<file path="config.mk">
export PLATFORM = sky130hd
export DESIGN_NAME = lca_ram
export DESIGN_NICKNAME = d
export VERILOG_FILES = /design/src/rtl/lca_ram.sv
export SDC_FILE = /design/constraint.sdc
export NUM_CORES = 1
export LEC_CHECK = 0
export ABC_AREA = 1
export BUFFER_PORTS_ARGS = -buffer_cell sky130_fd_sc_hd__buf_2
export CAP_MARGIN = 20
export CORE_MARGIN = 5
export CORE_UTILIZATION = 45
export CTS_CLUSTER_DIAMETER = 200
export DETAILED_ROUTE_END_ITERATION = 16
export HOLD_SLACK_MARGIN = 0.15
export PLACE_DENSITY = 0.69
export SYNTH_ARGS = -nofsm -noshare
export SYNTH_HDL_FRONTEND = slang
export SYNTH_SLANG_ARGS = --single-unit
</file>
<file path="constraint.sdc">
create_clock -name clock -period 1 [get_ports clock]
set_input_delay 0.1 -clock clock [delete_from_list [all_inputs] [get_ports clock]]
set_output_delay 0.1 -clock clock [all_outputs]
set_load 0.02 [all_outputs]
</file>
<file path="src/rtl/lca_ram.sv">
// generic simple dual-port ram with registered read
// no dependencies

module lca_ram #(
   parameter int WIDTH = 8,
   parameter int DEPTH = 16
) (
   input  logic                     clock,
   input  logic                     wr_en,
   input  logic [$clog2(DEPTH)-1:0] wr_addr,
   input  logic [WIDTH-1:0]         wr_data,
   input  logic [$clog2(DEPTH)-1:0] rd_addr,
   output logic [WIDTH-1:0]         rd_data
);

   logic [WIDTH-1:0] mem_ff [DEPTH];
   logic [WIDTH-1:0] rd_data_ff;

   // write port and registered read port
   always_ff @(posedge clock) begin
      if (wr_en) begin
         mem_ff[wr_addr] <= wr_data;
      end
      rd_data_ff <= mem_ff[rd_addr];
   end

   assign rd_data = rd_data_ff;

endmodule

</file>
# --- After elaboration in Yosys (flattened, before gate mapping) ---
# Memory sizes are Yosys's and may differ from the RTL's. A register that Yosys moved wholly into a read port is not among the register bits.
# Index checks and enable logic that the tools add are counted.
word_totals:
  regBits: 0
  mem_bits_rw: 128
  output_inout_bits: 8
  n_memories: 1
op_classes:
  n_mux: 2
memory_table:
  columns: ["name", "depth", "word_bits", "rd", "rd_clocked_by_memory_dff", "write_ports", "line_no", "rtl"]
  rows:
  - ["mem_ff", 16, 8, 1, 1, 1, "16", "logic [WIDTH-1:0] mem_ff [DEPTH];"]
ops:
  columns: ["cell", "n"]
  rows:
  - ["two-way mux 1 bit", 2]

# --- Logic depth before layout (Yosys ltp) ---
depth:
  depth_word: 2
  depth_mapped: 8

# --- Worst setup path after synthesis ---
# OpenSTA, ideal clock, no wires.
synth_timing:
  kind: "input port to flip-flop"
  startpoint: "input port wr_addr[3]"
  endpoint: "memory mem_ff[4][0] (enable)"
  setup_ps: 370
  t_arrival_ps: 681
  setup_slack_ps: -51
  path_stages: 2
  path_buffers: 0
  cell_sequence: "nand3b_1 > nor2_1"
synth_rtl:
  columns: ["element", "line_no", "rtl"]
  rows:
  - ["start, declared", "10", "input logic [$clog2(DEPTH)-1:0] wr_addr,"]
  - ["end, declared", "16", null]
# Straight into the memory's write port.

# --- Worst setup path in the final report ---
layout_timing:
  startpoint: "register rd_data_ff[1], in the netlist rd_data[1] (read register of mem_ff)"
  endpoint: "output port rd_data[1]"
layout_rtl:
  columns: ["element", "line_no", "rtl"]
  rows:
  - ["start, declared", "17", "logic [WIDTH-1:0] rd_data_ff;"]
  - ["end, declared", "13", "output logic [WIDTH-1:0] rd_data"]
# No word-level cell between the ends.

==> results_dict.tcl <==
set metrics [dict create \
    status "completed" \
    fin_crit_ns 0.995 \
    cts_made_buffers 17 \
    p_leak_nw 3.10 \
    ys_seq_area_frac 0.694 \
    syn_to_final_growth_pct 24.0 \
    yosysUniqueCellTypes 12 \
    track_usage 0.190 \
    dr_total_vias 3926 \
    reg2reg_setup_slack_ns 0.03 \
    yosysTopAreaCellShare 0.667 \
    setup_viol 0 \
    ir_drop_mv 1.28 \
    grt_overflow 0 \
    layout.nets 628 \
    start_util 0.459 \
    antennaDiodeCount 0 \
    crit_type "flip-flop to output pin" \
    fmax_mhz 1010 \
    hpwlAfterDp_um 8210 \
    slew_viol_final 0 \
    clkTransAtPathRegs_ns 0.06 \
    die_y_um 123 \
    routed_via_density 4.94 \
    cts_tree "built" \
    cts-root-buf "clkbuf_16" \
    hold_viol_final 0 \
    clkLatencyLatePin_ns 0.42 \
    mostFrequentLayoutCells "173 x nand2_1, 128 x edfxtp_1, 100 x inv_1, 73 x nand3_1" \
    final.setup.tns_ns 0 \
    place.gp.congestion 0.831 \
    final_common_cell "nand2_1" \
    post-place-ws_ns -0.187 \
    worstPathRequired_ns 0.90 \
    period_share 0.995 \
    drtIter0Drc 311 \
    max_slew_margin 0.696 \
    die_w_um 123 \
    fp.coreArea_sq_mm 0.0126 \
    r2r_cells 6 \
    synth_largest_area_cell "edfxtp_1" \
    start_kind "flip-flop" \
    critPathTopFamily "flip-flops" \
    tightest_slew_ns 0.456 \
    power_density_mw_per_mm2 1930 \
    wl_um 13200 \
    ys_warn_count 0 \
    synthCells 551 \
    worstReg2RegEnd "rd_data[4]$_DFF_P_" \
    grt_pass1_vias 3918 \
    worstPathArrival_ns 0.89 \
    pin_count 26 \
    drc 0 \
    grt_max_degree 38 \
    synth_nets 569 \
    rr_startpoint "mem_ff[1][4]$_DFFE_PP_" \
    path_max_fanout 1 \
    clock_sinks 136 \
    die_area_sq_mm 0.0152 \
    cts_max_level 4 \
    crit_end "rd_data[1]" \
    ant_nets 0 \
    synth.area.top_cells "edfxtp_1 67%, nand2_1 11%, nand3_1 8.4%, inv_1 6.5%, dfxtp_1 2.8%" \
    yosys_register_bits 136 \
    port_buffers 25 \
    critPathSlowestCell "dfxtp_2" \
    hp-class "primary input to flip-flop" \
    drive_gt1_frac 0.186 \
    max_stage_delay_ns 0.36 \
    fin_ws_ns 0.00516 \
    syn_area_sq_mm 0.00577 \
    crit_chain "buf_6" \
    clock_skew_ns 0.00768 \
    syn_avg_cell_area_sq_um 10.5 \
    rsz0062_at_grt "true" \
    critPathLaunch "rd_data[1]$_DFF_P_" \
    antenna_found_initial 0 \
    cp_num_buf_inv 1 \
    routedWlPerCell_um 16.6 \
    cts_buffer_depth 2 \
    post_cts_buffers 0 \
    grt_pass1_wl_um 20900 \
    endpoint_kind "output pin" \
    cp_num_cells 1 \
    num_rows 41 \
    cap_viol_max_count 0 \
    drtPass1Iterations 4 \
]
power by group:
group	internal, mW	switching [mW]
sequential	6.38	0.0423
clock	4.22	2.21
combinational	0.357	0.632
stage by stage:
| step | instance area [sq um] | util | hold slack (ns) | power (mW) | std cells |
|---|---|---|---|---|---|
| 4_1_cts | 7010 | 0.558 | 0.167 | 13.8 | 795 |
| 5_1_grt | 7150 | 0.569 | 0.180 | 14.3 | 795 |
| 3_5_place_dp | 6270 | 0.499 | 0.393 | 7.41 | 753 |
| 3_3_place_gp | 6270 | 0.499 | 0.413 | 7.38 | 753 |
| 2_1_floorplan | 5770 | - | 0.199 | 7.02 | 551 |
| 6_report | 7150 | 0.569 | 0.182 | 13.8 | 795 |
area by class of cell:
cell class	instances	area, sq um
timing repair buffer	64	579
inverter	102	383
clock inverter	9	119
fill	1030	5420
sequential	136	4010
multi-input combinational	289	1350
clock buffer	23	498
tap	172	215
synth_stat cells, drive strengths merged:
cell type    n
inv        102
nand3       97
nand3b       2
dfxtp        8
nor2        17
buf         24
edfxtp     128
nand2      173
state kept, by name (all words and copies together) (netlist names):
| name | flops |
|---|---|
| mem_ff | 128 |
| rd_data | 8 |
kinds of logic (layout without fill, tap and decap cells):
family,Yosys count,count (layout),synth area share
AND/OR/NAND/NOR,289,289,0.210
flip-flops,136,136,0.694
buffers and inverters,126,198,0.0952
metal layers:
layer,global-route usage,share of wire
met4,0.0678,0.020
met2,0.309,0.49
met1,0.237,0.43
met3,0.0631,0.063
met5,0,0
worst register-to-register path: cells and delay by family, from the launching register on:
| family | cells | cell delay [ns] |
|---|---|---|
| AND/OR/NAND/NOR | 5 | 0.44 |
| flip-flops | 1 | 0.36 |
| buffers and inverters | 1 | 0.07 |
repair_timing:
action	4_1_cts	5_1_grt
pin swaps	0	3
endpoints found under the setup margin	4	14
hold buffers	10	0
gates resized for setup	8	34
endpoints found under the hold margin	129	0
worst min path at each step:
stage,start,end,cells past startpoint
after floorplan,wr_data[0],mem_ff[0][0]$_DFFE_PP_,0
after global placement,rd_addr[3],rd_data[7]$_DFF_P_,3
after detailed placement,rd_addr[3],rd_data[7]$_DFF_P_,3
after CTS,rd_addr[2],rd_data[6]$_DFF_P_,5
after global routing,rd_addr[2],rd_data[6]$_DFF_P_,5
final,rd_addr[2],rd_data[6]$_DFF_P_,5
Note: power is estimated with default switching activity, not from simulation.
