**src/rtl/lca_pkg.sv**
```systemverilog
// shared types and constants for the life cellular automaton unit
// no dependencies; imported by lca_row_update, life_cellular_automaton_unit, lca_checker and the testbench

package lca_pkg;

   // grid bounds
   localparam int MAX_WIDTH  = 64;
   localparam int MAX_HEIGHT = 64;

   // derived widths
   localparam int ROW_W   = $clog2(MAX_HEIGHT);
   localparam int COL_W   = $clog2(MAX_WIDTH);
   localparam int WSIZE_W = $clog2(MAX_WIDTH + 1);
   localparam int HSIZE_W = $clog2(MAX_HEIGHT + 1);
   localparam int IDX_W   = $clog2(MAX_HEIGHT + 2);
   localparam int PCNT_W  = $clog2(MAX_WIDTH + 1);
   localparam int AREA_W  = $clog2(MAX_WIDTH * MAX_HEIGHT + 1);

   // fixed field widths
   localparam int SIZE_REG_W = 7;
   localparam int GEN_W      = 8;
   localparam int DEAD_W     = 13;
   localparam int DATA_W     = 32;
   localparam int REG_IDX_W  = 2;
   localparam int ADDR_W     = REG_IDX_W + 2;

   localparam logic [DEAD_W-1:0] DEAD_MAX = '1;

   // register reset values
   localparam logic [SIZE_REG_W-1:0] WIDTH_RESET   = 7'd64;
   localparam logic [SIZE_REG_W-1:0] HEIGHT_RESET  = 7'd64;
   localparam logic [GEN_W-1:0]      MAX_GEN_RESET = 8'd100;

   // register indexes
   localparam logic [REG_IDX_W-1:0] REG_WIDTH   = 2'd0;
   localparam logic [REG_IDX_W-1:0] REG_HEIGHT  = 2'd1;
   localparam logic [REG_IDX_W-1:0] REG_MAX_GEN = 2'd2;

   // operation codes
   localparam logic [1:0] OP_WRITE = 2'd0;
   localparam logic [1:0] OP_READ  = 2'd1;
   localparam logic [1:0] OP_RUN   = 2'd2;

   // b3/s23 rule thresholds
   localparam logic [3:0] SURVIVE_NBRS = 4'd2;
   localparam logic [3:0] BIRTH_NBRS   = 4'd3;

   typedef logic [MAX_WIDTH-1:0] row_type;

   // three neighboring rows around the row being updated
   typedef struct packed {
      row_type above;
      row_type middle;
      row_type below;
   } row_window_type;

   typedef struct packed {
      logic [1:0] operation;
      logic [5:0] row;
      logic [5:0] column;
      logic       alive_in;
   } req_item_type;

   typedef struct packed {
      logic              alive_out;
      logic [GEN_W-1:0]  generations_done;
      logic [DEAD_W-1:0] dead_count;
      logic              all_dead;
   } rsp_item_type;

   typedef enum logic [2:0] {
      ST_IDLE,
      ST_FETCH,
      ST_MODIFY,
      ST_COUNT,
      ST_GEN,
      ST_DRAIN,
      ST_CHECK,
      ST_DONE
   } state_type;

endpackage

```
**src/rtl/lca_row_update.sv**
```systemverilog
// next-generation logic for one grid row under the b3/s23 rule
// depends on lca_pkg for row types and rule thresholds

module lca_row_update
   import lca_pkg::*;
(
   input  row_window_type window,
   input  row_type        col_mask,
   output row_type        next_row
);

   // neighbors outside the used columns count as dead; pad both ends with zero
   logic [MAX_WIDTH+1:0] above_ext;
   logic [MAX_WIDTH+1:0] middle_ext;
   logic [MAX_WIDTH+1:0] below_ext;

   assign above_ext  = {1'b0, window.above & col_mask, 1'b0};
   assign middle_ext = {1'b0, window.middle & col_mask, 1'b0};
   assign below_ext  = {1'b0, window.below & col_mask, 1'b0};

   // one cell per column, columns beyond the used width keep their bit
   for (genvar c = 0; c < MAX_WIDTH; c++) begin : g_col
      logic [3:0] nbr;
      logic       life;

      assign nbr = 4'(above_ext[c]) + 4'(above_ext[c+1]) + 4'(above_ext[c+2])
                 + 4'(middle_ext[c]) + 4'(middle_ext[c+2])
                 + 4'(below_ext[c]) + 4'(below_ext[c+1]) + 4'(below_ext[c+2]);

      assign life = middle_ext[c+1] ? ((nbr == SURVIVE_NBRS) || (nbr == BIRTH_NBRS))
                                    : (nbr == BIRTH_NBRS);

      assign next_row[c] = col_mask[c] ? life : window.middle[c];
   end

endmodule

```
**config.mk**
```make
export PLATFORM = sky130hd
export DESIGN_NAME = lca_row_update
export DESIGN_NICKNAME = d
export VERILOG_FILES = /design/src/rtl/lca_pkg.sv /design/src/rtl/lca_row_update.sv
export SDC_FILE = /design/constraint.sdc
export NUM_CORES = 1
export LEC_CHECK = 0
export ABC_AREA = 1
export ABC_CLOCK_PERIOD_IN_PS = 3650
export BUFFER_PORTS_ARGS = -buffer_cell sky130_fd_sc_hd__buf_2
export CAP_MARGIN = 10
export CORE_MARGIN = 2
export CORE_UTILIZATION = 40
export DETAILED_ROUTE_END_ITERATION = 7
export PLACE_DENSITY = 0.6
export SLEW_MARGIN = 20
export SYNTH_ARGS = -nofsm -noshare
export SYNTH_HDL_FRONTEND = slang
export SYNTH_SLANG_ARGS = --single-unit
```
**constraint.sdc**
```tcl
create_clock -name vclk -period 3.65
set_input_delay 0.1825 -clock vclk [all_inputs]
set_output_delay 0.1825 -clock vclk [all_outputs]
set_load 0.02 [all_outputs]
```
* After elaboration in Yosys (flattened, before gate mapping)
Index checks and enable logic that the tools add are counted.
** Operators by class
- Add/sub/neg operators :: 441
- Mux-type cells :: 128
- Reduce and logical (&&, ||, !) cells :: 64
- Equality and inequality tests :: 128
- Bitwise logic cells :: 3
** Operators with widths (number)
- $add 4x1->4 :: 252
- $eq 4x2->1 const B :: 128
- $add 3x1->4 :: 63
- $and 64x64->64 :: 3
- $add 2x1->3 :: 63
- $mux 1 :: 128
- $add 1x1->2 :: 63
- $logic_or 1x1->1 :: 64
** Storage, ports and cells
- Flip-flop bits (word level) :: 0
- Logic and storage cells :: 764
- Output and inout bits :: 64
- Input bits :: 256

* Longest topological paths before layout
Gate-level depths: netlist of the first run.
- Word-level depth :: 12
- Gate-level depth with buffers :: 17
- Mapped depth without buffers :: 16

* Worst setup path after synthesis of the first run
No wires, ideal clock.
- Path kind :: input to output
- Start :: input col_mask[3]
- End :: output next_row[3]
- Required time :: 3.467 ns
- Arrival time :: 3.210 ns
- Setup slack :: 0.258 ns
- Cell stages on the path :: 17
- Path buffers :: 1
- Path through :: buf_2 nand2_1 xor2_1 ha_1 inv_1 fa_1 inv_1 fa_1 nand3_1 inv_1 fa_1 inv_1 nand3_1 nand3_1 nor2_1 nor2_1 nor2_1
** On the way
- Cells in the longest elaborated chain, start to end :: 12
- Elaborated cells on any way between the ends :: 15
- Classes of those cells :: add/sub (7); eq/ne (2); mux (2); bitwise (3); reduce/logical (1)
** Ends and longest elaborated chain
- start: declaration :: line lca_row_update.sv:8 : input row_type col_mask,
- $and 64x64->64 :: line lca_row_update.sv:17 : assign above_ext = {1'b0, window.above & col_mask, 1'b0};
- $add 1x1->2 :: line lca_row_update.sv:26 : assign nbr = 4'(above_ext[c]) + 4'(above_ext[c+1]) + 4'(above_ext[c+2])
- $add 2x1->3 :: line lca_row_update.sv:26
- $add 3x1->4 :: line lca_row_update.sv:27 : + 4'(middle_ext[c]) + 4'(middle_ext[c+2])
- $add 4x1->4 :: line lca_row_update.sv:27
- $add 4x1->4 (3 in series) :: line lca_row_update.sv:28 : + 4'(below_ext[c]) + 4'(below_ext[c+1]) + 4'(below_ext[c+2]);
- $eq 4x2->1, on equally long branches :: line lca_row_update.sv:30, lca_row_update.sv:31
- $logic_or 1x1->1 :: line lca_row_update.sv:30 : assign life = middle_ext[c+1] ? ((nbr == SURVIVE_NBRS) || (nbr == BIRTH_NBRS))
- $mux 1 :: line lca_row_update.sv:30
- $mux 1 * :: line lca_row_update.sv:33 : assign next_row[c] = col_mask[c] ? life : window.middle[c];
- end: declaration :: line lca_row_update.sv:9 : output row_type next_row
Mark *: on every way between the ends. The rest lies on a longest branch, timed or not.

* Worst setup path in the final report of the first run
- Start :: input window[144] in the netlist's numbering
- End :: output next_row[17]
** On the way
- Cells in the longest elaborated chain, start to end :: 12
- Elaborated cells on any way between the ends :: 13
- Classes of those cells :: add/sub (7); eq/ne (2); mux (2); bitwise (1); reduce/logical (1)
** Ends and longest elaborated chain
- start: declaration :: line lca_row_update.sv:7 : input row_window_type window,
- $and 64x64->64 * :: line lca_row_update.sv:17
- $add 1x1->2 * :: line lca_row_update.sv:26
- $add 2x1->3 * :: line lca_row_update.sv:26
- $add 3x1->4 * :: line lca_row_update.sv:27
- $add 4x1->4 * :: line lca_row_update.sv:27
- $add 4x1->4 * (3 in series) :: line lca_row_update.sv:28
- $eq 4x2->1, on equally long branches :: line lca_row_update.sv:30, lca_row_update.sv:31
- $logic_or 1x1->1 :: line lca_row_update.sv:30
- $mux 1 * :: line lca_row_update.sv:30
- $mux 1 * :: line lca_row_update.sv:33
Marked as above.

==> results.sh, run 1 <==
export IMPL_crit_path_max_fanout=4
export IMPL_cp_slowest_cell="fa_1"
export IMPL_synthTopCellsByArea="fa_1 26%, inv_1 17%, ha_1 17%"
export IMPL_dr_pass1_iters=4
export IMPL_grt_start_max_net_pins=9
export IMPL_wl_per_cell_um=11.1
export IMPL_crit_type="input pin to output port"
export IMPL_final_cell_mix="661 x inv_1, 402 x nand2_1, 287 x buf_2, 192 x nor2_1, 192 x ha_1"
export IMPL_fin_nets=3199
export IMPL_hold_viol=0
export IMPL_hp_class="input pin to output port"
export IMPL_synthMuxAreaShare_pct=0
export IMPL_synth_area_per_cell_um2=6.50
export IMPL_max_cap_violations=0
export IMPL_drtAntennaViolNets=0
export IMPL_grt_pass1_vias=13800
export IMPL_ys_warnings_count=0
export IMPL_synth_top_family_by_area="adder cells"
export IMPL_max_freq_ghz=0.285
export IMPL_avgViaCountPerCell=4.57
export IMPL_synth_nets=2867
export IMPL_powerDensity_nw_per_um2=213
export IMPL_hpwl_um=31300
export IMPL_nFlopsAndLatches=0
export IMPL_cp_arrival_ns=3.32
export IMPL_fp_row_count=69
export IMPL_regArea_um2=0
export IMPL_grt_first_pass_wirelength_um=58900
export IMPL_track_usage_pct=17.7
export IMPL_path_common_cell="inv_1"
export IMPL_die_height_um=194
export IMPL_clock_buffer_count=0
export IMPL_synth_xor_area_share_pct=3.99
export IMPL_yosys_area_share_simple_pct=26.1
export IMPL_drc=0
export IMPL_synthAdderAreaFrac_pct=42.9
export IMPL_relSlewSlack_pct=85.2
export IMPL_synth_compound_area_share_pct=8.48
export IMPL_antenna_found_initial=12
export IMPL_synthesis_area_um2=14500
export IMPL_crit_path_max_incr_delay_ns=0.52
export IMPL_area_delta_synth_final_pct=18.8
export IMPL_startpoint_type="input pin"
export IMPL_ir_drop_v=0.000114
export IMPL_min_period_ns=3.51
export IMPL_drv_slew=0
export IMPL_synth_top_area_share_pct=26.3
export IMPL_vias=13800
export IMPL_fin_crit_sh_pct=96.1
export IMPL_final_cells=3027
export IMPL_ys_types=22
export IMPL_fp_dieArea_um2=37700
export IMPL_io_pins=320
export IMPL_drt_iter0_drc=295
export IMPL_final_core_util_pct=48.3
export IMPL_crit_chain="buf_2 -> nand2_1 -> xor2_1 -> ha_1 -> inv_1 -> fa_1 -> inv_1 -> fa_1 -> nand3_2 -> inv_1 -> fa_1 -> inv_1 -> nand3_1 -> nand3_1 -> nor2_1 -> nor2_1 -> nor2_1 -> buf_2"
export IMPL_worst_pin_slew_ns=0.222
export IMPL_setup_viol=0
export IMPL_outcome="finished, final reports clean"
export IMPL_cts_setup_buffers=0
export IMPL_start_util_pct=40.7
export IMPL_power_leakage_nw=10.8
export IMPL_drive_gt1_share_pct=18.2
export IMPL_place_inst=3020
export IMPL_syn_instance_count=2229
export IMPL_ys_seq_area_share_pct=0
export IMPL_synth_top_cell_by_area="fa_1"
export IMPL_dieWidth_um=194
export IMPL_nFillCells=3792
export IMPL_place_congestion=0.857
export IMPL_cp_data_required_time_ns=3.47
export IMPL_grt_setup_unrepaired="true"
export IMPL_core_region_area_um2=35600
export IMPL_port_buffers=320
export IMPL_grt_ovfl_total=0
export IMPL_setup_tns_ns=0
export IMPL_final_common_cell="inv_1"
export IMPL_end_kind="output port"
export IMPL_drt_total_wl_um=33600
layout make-up:
type | count | area (um2) | area share [%]
inverter | 661 | 2480 | 14.4
multi-input combinational | 1529 | 12100 | 70.1
tap | 461 | 577 | 3.35
antenna | 7 | 17.5 | 0.102
timing repair buffer | 369 | 2060 | 12.0
routing by layer:
metal / track usage, % / vias to the layer above / wire length, um
met5: 0 / - / 52
met4: 2.27 / 8 / 447
met3: 2.37 / 26 / 1550
met2: 33.2 / 208 / 16700
met1: 21.9 / 6273 / 14800
li1: - / 7307 / -
stage by stage:
step           area, um2  worst slack, ns  power (W)  hold WS (ns)
4_1_cts            16800           0.0716    0.00362         0.710
2_1_floorplan      14500            0.258    0.00266         0.441
3_5_place_dp       16800           0.0952    0.00358         0.706
6_report           17200            0.143    0.00367         0.704
3_3_place_gp       16800           0.0989    0.00348         0.700
5_1_grt            17200          -0.0277    0.00430         0.750
logic make-up after synthesis:
group / after synthesis
AO/OA/AOI/OAI: 181
XOR/XNOR: 66
adder cells (fa/ha/maj): 382
buffers and inverters: 700
AND/OR/NAND/NOR: 900
power breakdown:
group	switching, W	internal (W)
clock network	0	0.000000000257
logic	0.00210	0.00156
registers	0	0
critical path, delay by kind of cell:
kind | cells | cell delay (ns)
fa+ha+maj | 4 | 1.79
simple gates | 7 | 0.66
buf+inv | 6 | 0.51
xor+xnor | 1 | 0.19
cell usage after synthesis:
cell      count
inv_1       661
nand2_1     441
nand3_1     220
nor2_1      197
ha_1        192
fa_1        190
o21bai_1    110
xor2_1       62
a21oi_1      49
buf_2        38
nand3b_1     12
o21ai_0      11
nand2_2      10
or2_0         8
or2_2         7
a21boi_2      5
a21boi_1      4
xnor2_1       4
nand4_1       3
nand2_4       2
o21a_1        2
buf_6         1
path summary, 6_finish.rpt:
check	start	to	cells after the start
setup / recovery	window[144]	next_row[17]	18
hold / removal	col_mask[62]	next_row[62]	3
timing repair:
item,4_1_cts,5_1_grt
hold buffers,0,0
gates resized for setup,0,111
endpoints found under the setup margin,0,48
Note: power is estimated with default switching activity, not from simulation.
==> inputs of run 2 (changes only) <==
--- a/config.mk
+++ b/config.mk
@@ -12,7 +12,7 @@
 export CORE_MARGIN = 2
 export CORE_UTILIZATION = 40
 export DETAILED_ROUTE_END_ITERATION = 7
-export PLACE_DENSITY = 0.6
+export PLACE_DENSITY_LB_ADDON = 0.12
 export SLEW_MARGIN = 20
 export SYNTH_ARGS = -nofsm -noshare
 export SYNTH_HDL_FRONTEND = slang
==> results.sh, run 2 (synthesis gave the netlist of run 1 again) <==
export IMPL_setup_viol=0
export IMPL_critical_path_endpoint="next_row[32]"
export IMPL_max_freq_ghz=0.287
export IMPL_fp_dieArea_um2=37700
export IMPL_nFlopsAndLatches=0
export IMPL_relSlewSlack_pct=83.9
export IMPL_final_cell_mix="661 x inv_1, 409 x nand2_1, 292 x buf_2, 196 x nand3_1, 192 x ha_1"
export IMPL_drive_gt1_share_pct=17.8
export IMPL_fin_nets=3200
export IMPL_dpl_cell_area_um2=16800
export IMPL_outcome="finished, final reports clean"
export IMPL_crit_path_max_incr_delay_ns=0.50
export IMPL_end_kind="output port"
export IMPL_final_core_util_pct=48.2
export IMPL_wl_per_cell_um=11.1
export IMPL_ir_drop_v=0.000119
export IMPL_antenna_found_initial=9
export IMPL_avgViaCountPerCell=4.52
export IMPL_crit_chain="buf_2 -> nand2_1 -> xor2_1 -> ha_1 -> inv_1 -> fa_1 -> inv_1 -> fa_1 -> nand3_1 -> inv_1 -> fa_1 -> inv_1 -> nand3_1 -> nand3_1 -> nor2_1 -> nor2_1 -> nor2_1 -> buf_2"
export IMPL_drtAntennaViolNets=0
export IMPL_start_util_pct=40.7
export IMPL_nFillCells=3812
export IMPL_drv_slew=0
export IMPL_finalHoldWorstSlack_ns=0.716
export IMPL_hp_class="input pin to output port"
export IMPL_grt_first_pass_wirelength_um=59200
export IMPL_max_cap_violations=0
export IMPL_die_height_um=194
export IMPL_area_delta_synth_final_pct=18.5
export IMPL_dp_slack_ns=0.0676
export IMPL_io_pins=320
export IMPL_grt_setup_unrepaired="true"
export IMPL_final_common_cell="inv_1"
export IMPL_hold_viol=0
export IMPL_clock_buffer_count=0
export IMPL_port_buffers=320
export IMPL_startpoint_type="input pin"
export IMPL_cp_arrival_ns=3.31
export IMPL_drt_iter0_drc=401
export IMPL_cp_data_required_time_ns=3.47
export IMPL_dieWidth_um=194
export IMPL_crit_type="input pin to output port"
export IMPL_place_congestion=0.842
export IMPL_holdCritStartpoint="window[127]"
export IMPL_grt_pass1_vias=13600
export IMPL_power_leakage_nw=10.8
export IMPL_drc=0
export IMPL_worst_pin_slew_ns=0.240
export IMPL_grt_start_max_net_pins=9
export IMPL_path_common_cell="inv_1"
export IMPL_hpwl_um=31200
export IMPL_fin_ws_ns=0.162
export IMPL_track_usage_pct=17.9
export IMPL_drt_total_wl_um=33700
export IMPL_total_power_w=0.00364
export IMPL_dr_pass1_iters=4
export IMPL_fin_area_um2=17200
export IMPL_crit_path_max_fanout=8
export IMPL_fp_row_count=69
export IMPL_fin_crit_sh_pct=95.6
export IMPL_core_region_area_um2=35600
export IMPL_powerDensity_nw_per_um2=212
export IMPL_regArea_um2=0
export IMPL_min_period_ns=3.49
export IMPL_cp_startpoint="col_mask[32]"
export IMPL_vias=13700
export IMPL_grt_ovfl_total=0
export IMPL_multi_input_area_um2=12000
export IMPL_cp_slowest_cell="fa_1"
run 2: changes by cell type in the layout (fill, tap and decap cells not counted), sizes merged:
cell,delta
buf,+1
run 2: final cells by class:
class	count	share of cell area [%]
diodes	7	0.102
inverters	661	14.5
multi-input cells	1529	70.1
well taps	461	3.36
repair buffers	370	11.9
run 2: metal layers:
layer | global-route usage, % | vias up | share of wire (%)
met5 | 0 | - | 0.062
met3 | 2.02 | 22 | 4.4
met2 | 32.4 | 208 | 48
met1 | 23.5 | 6157 | 46
li1 | - | 7303 | -
met4 | 2.24 | 4 | 1.3
run 2: critical path, delay by kind of cell:
family,cells,cell delay (ns)
xor gates and xnor gates,1,0.18
adders and majority gates,4,1.76
buffers and inverters,6,0.53
and+or+nand+nor,7,0.64
run 2: worst min path at each step:
stage	end	cells after the start
2_1_floorplan	next_row[16]	1
3_3_place_gp	next_row[62]	3
3_5_place_dp	next_row[62]	3
4_1_cts	next_row[62]	3
5_1_grt	next_row[62]	3
6_report	next_row[63]	4
run 2: where the power goes:
group	switching [W]	internal (W)
Clock	0	0.000000000257
Sequential	0	0
Combinational	0.00209	0.00155
run 2: repair_timing:
item	CTS	global route
hold buffers	0	0
buffers inserted	0	2
setup endpoints to repair	0	46
resized for setup	0	95
run 2: through the flow:
step | setup TNS, ns | cells
floorplan | 0 | 2229
global placement | 0 | 3019
detailed placement | 0 | 3019
CTS | 0 | 3019
global route | -0.166 | 3027
finish | 0 | 3028
==> inputs of run 3 (changes only) <==
==> constraint.sdc (replaced) <==
create_clock -name vclk -period 3.65
set_input_delay 0 -clock vclk [all_inputs]
set_output_delay 0 -clock vclk [all_outputs]
set_load 0.02 [all_outputs]
==> results.sh, run 3 (synthesis gave the netlist of run 1 again) <==
export IMPL_final_common_cell="inv_1"
export IMPL_fin_nets=3150
export IMPL_outcome="finished, final reports clean"
export IMPL_path_common_cell="inv_1"
export IMPL_core_region_area_um2=35600
export IMPL_fin_area_um2=16500
export IMPL_fin_crit_sh_pct=90.2
export IMPL_nFillCells=3824
export IMPL_power_leakage_nw=10.5
export IMPL_finalHoldWorstSlack_ns=0.348
export IMPL_grt_ovfl_total=0
export IMPL_nFlopsAndLatches=0
export IMPL_setup_viol=0
export IMPL_antenna_found_initial=9
export IMPL_fp_row_count=69
export IMPL_relSlewSlack_pct=82.9
export IMPL_drive_gt1_share_pct=13.7
export IMPL_regArea_um2=0
export IMPL_clock_buffer_count=0
export IMPL_critical_path_top_delay_family="adder cells"
export IMPL_postCtsResizedCells=0
export IMPL_multi_input_area_um2=11800
export IMPL_startpoint_type="input pin"
export IMPL_avgViaCountPerCell=4.52
export IMPL_cp_slowest_cell="fa_1"
export IMPL_postCtsHoldBufs=0
export IMPL_crit_type="input pin to output port"
export IMPL_end_kind="output port"
export IMPL_vias=13500
export IMPL_grt_first_pass_wirelength_um=58700
export IMPL_crit_chain="buf_2 -> nand2_1 -> xor2_1 -> ha_1 -> inv_1 -> fa_1 -> inv_1 -> fa_1 -> nand3_1 -> inv_1 -> fa_1 -> inv_1 -> nand3_1 -> nand3_1 -> nor2_1 -> nor2_1 -> nor2_1 -> buf_2"
export IMPL_min_period_ns=3.29
export IMPL_drt_iter0_drc=362
export IMPL_hpwl_um=30800
export IMPL_grt_setup_unrepaired="false"
export IMPL_grt_pass1_vias=13300
export IMPL_drtAntennaViolNets=0
export IMPL_cp_arrival_ns=3.29
export IMPL_cp_data_required_time_ns=3.65
export IMPL_worst_pin_slew_ns=0.256
export IMPL_hold_depth=4
export IMPL_setup_tns_ns=0
export IMPL_area_delta_synth_final_pct=13.8
export IMPL_fp_dieArea_um2=37700
export IMPL_cts_setup_buffers=0
export IMPL_hold_viol=0
export IMPL_dieWidth_um=194
export IMPL_final_cell_mix="661 x inv_1, 441 x nand2_1, 320 x buf_2, 220 x nand3_1, 197 x nor2_1"
export IMPL_fin_ws_ns=0.357
export IMPL_dr_pass1_iters=5
export IMPL_hold_path_end="next_row[63]"
export IMPL_crit_path_max_incr_delay_ns=0.52
export IMPL_max_cap_violations=0
export IMPL_die_height_um=194
export IMPL_dp_slack_ns=0.338
export IMPL_crit_path_max_fanout=8
export IMPL_max_freq_ghz=0.304
export IMPL_ir_drop_v=0.000112
export IMPL_drt_total_wl_um=32900
export IMPL_drv_slew=0
export IMPL_wl_per_cell_um=11.0
export IMPL_start_util_pct=40.7
export IMPL_path_buf_inv=6
export IMPL_hp_class="input pin to output port"
export IMPL_dpl_cell_area_um2=16500
export IMPL_drc=0
export IMPL_track_usage_pct=17.7
export IMPL_grt_start_max_net_pins=9
export IMPL_io_pins=320
export IMPL_powerDensity_nw_per_um2=213
export IMPL_holdCritStartpoint="window[127]"
export IMPL_place_congestion=0.882
export IMPL_port_buffers=320
-- run 3: cell types whose count changed in the layout (fill, tap and decap cells not counted), sizes merged --
cell,previous run,this run
buf,364,320
diode,7,9
clkbuf,6,0
-- run 3: final cells by class --
| type | instances | share of cell area, % |
|---|---|---|
| diodes | 9 | 0.137 |
| inverters | 661 | 15.1 |
| multi-input cells | 1529 | 71.6 |
| well taps | 461 | 3.50 |
| repair buffers | 320 | 9.72 |
-- run 3: power breakdown --
part / total [W] / internal [W] / switching, W
clock network: 0.000000000330 / 0.000000000330 / 0
registers: 0 / 0 / 0
logic: 0.00350 / 0.00145 / 0.00205
-- run 3: metal layers --
layer / vias to the layer above / routed length (um) / GRT usage [%]
met3: 20 / 1660 / 2.16
met2: 222 / 15800 / 32.3
met1: 6007 / 15100 / 23.2
met5: - / 38 / 0
li1: 7205 / - / -
met4: 6 / 290 / 1.82
-- run 3: how the worst max path moves through the flow --
stage                      start      endpoint  slack (ns)  depth (start not counted)
floorplan            col_mask[3]   next_row[3]        0.62                         17
global placement    col_mask[21]  next_row[22]        0.39                         18
detailed placement  col_mask[24]  next_row[25]        0.34                         18
CTS                 col_mask[24]  next_row[25]        0.34                         18
global route        col_mask[20]  next_row[21]        0.06                         18
finish              col_mask[20]  next_row[21]        0.36                         18
-- run 3: per-stage QoR --
step / power (W) / utilization, % / std cells
floorplan: 0.00266 / - / 2229
global placement: 0.00345 / 46.3 / 2971
detailed placement: 0.00353 / 46.3 / 2971
CTS: 0.00357 / 46.3 / 2971
global route: 0.00414 / 46.3 / 2977
finish: 0.00350 / 46.3 / 2980
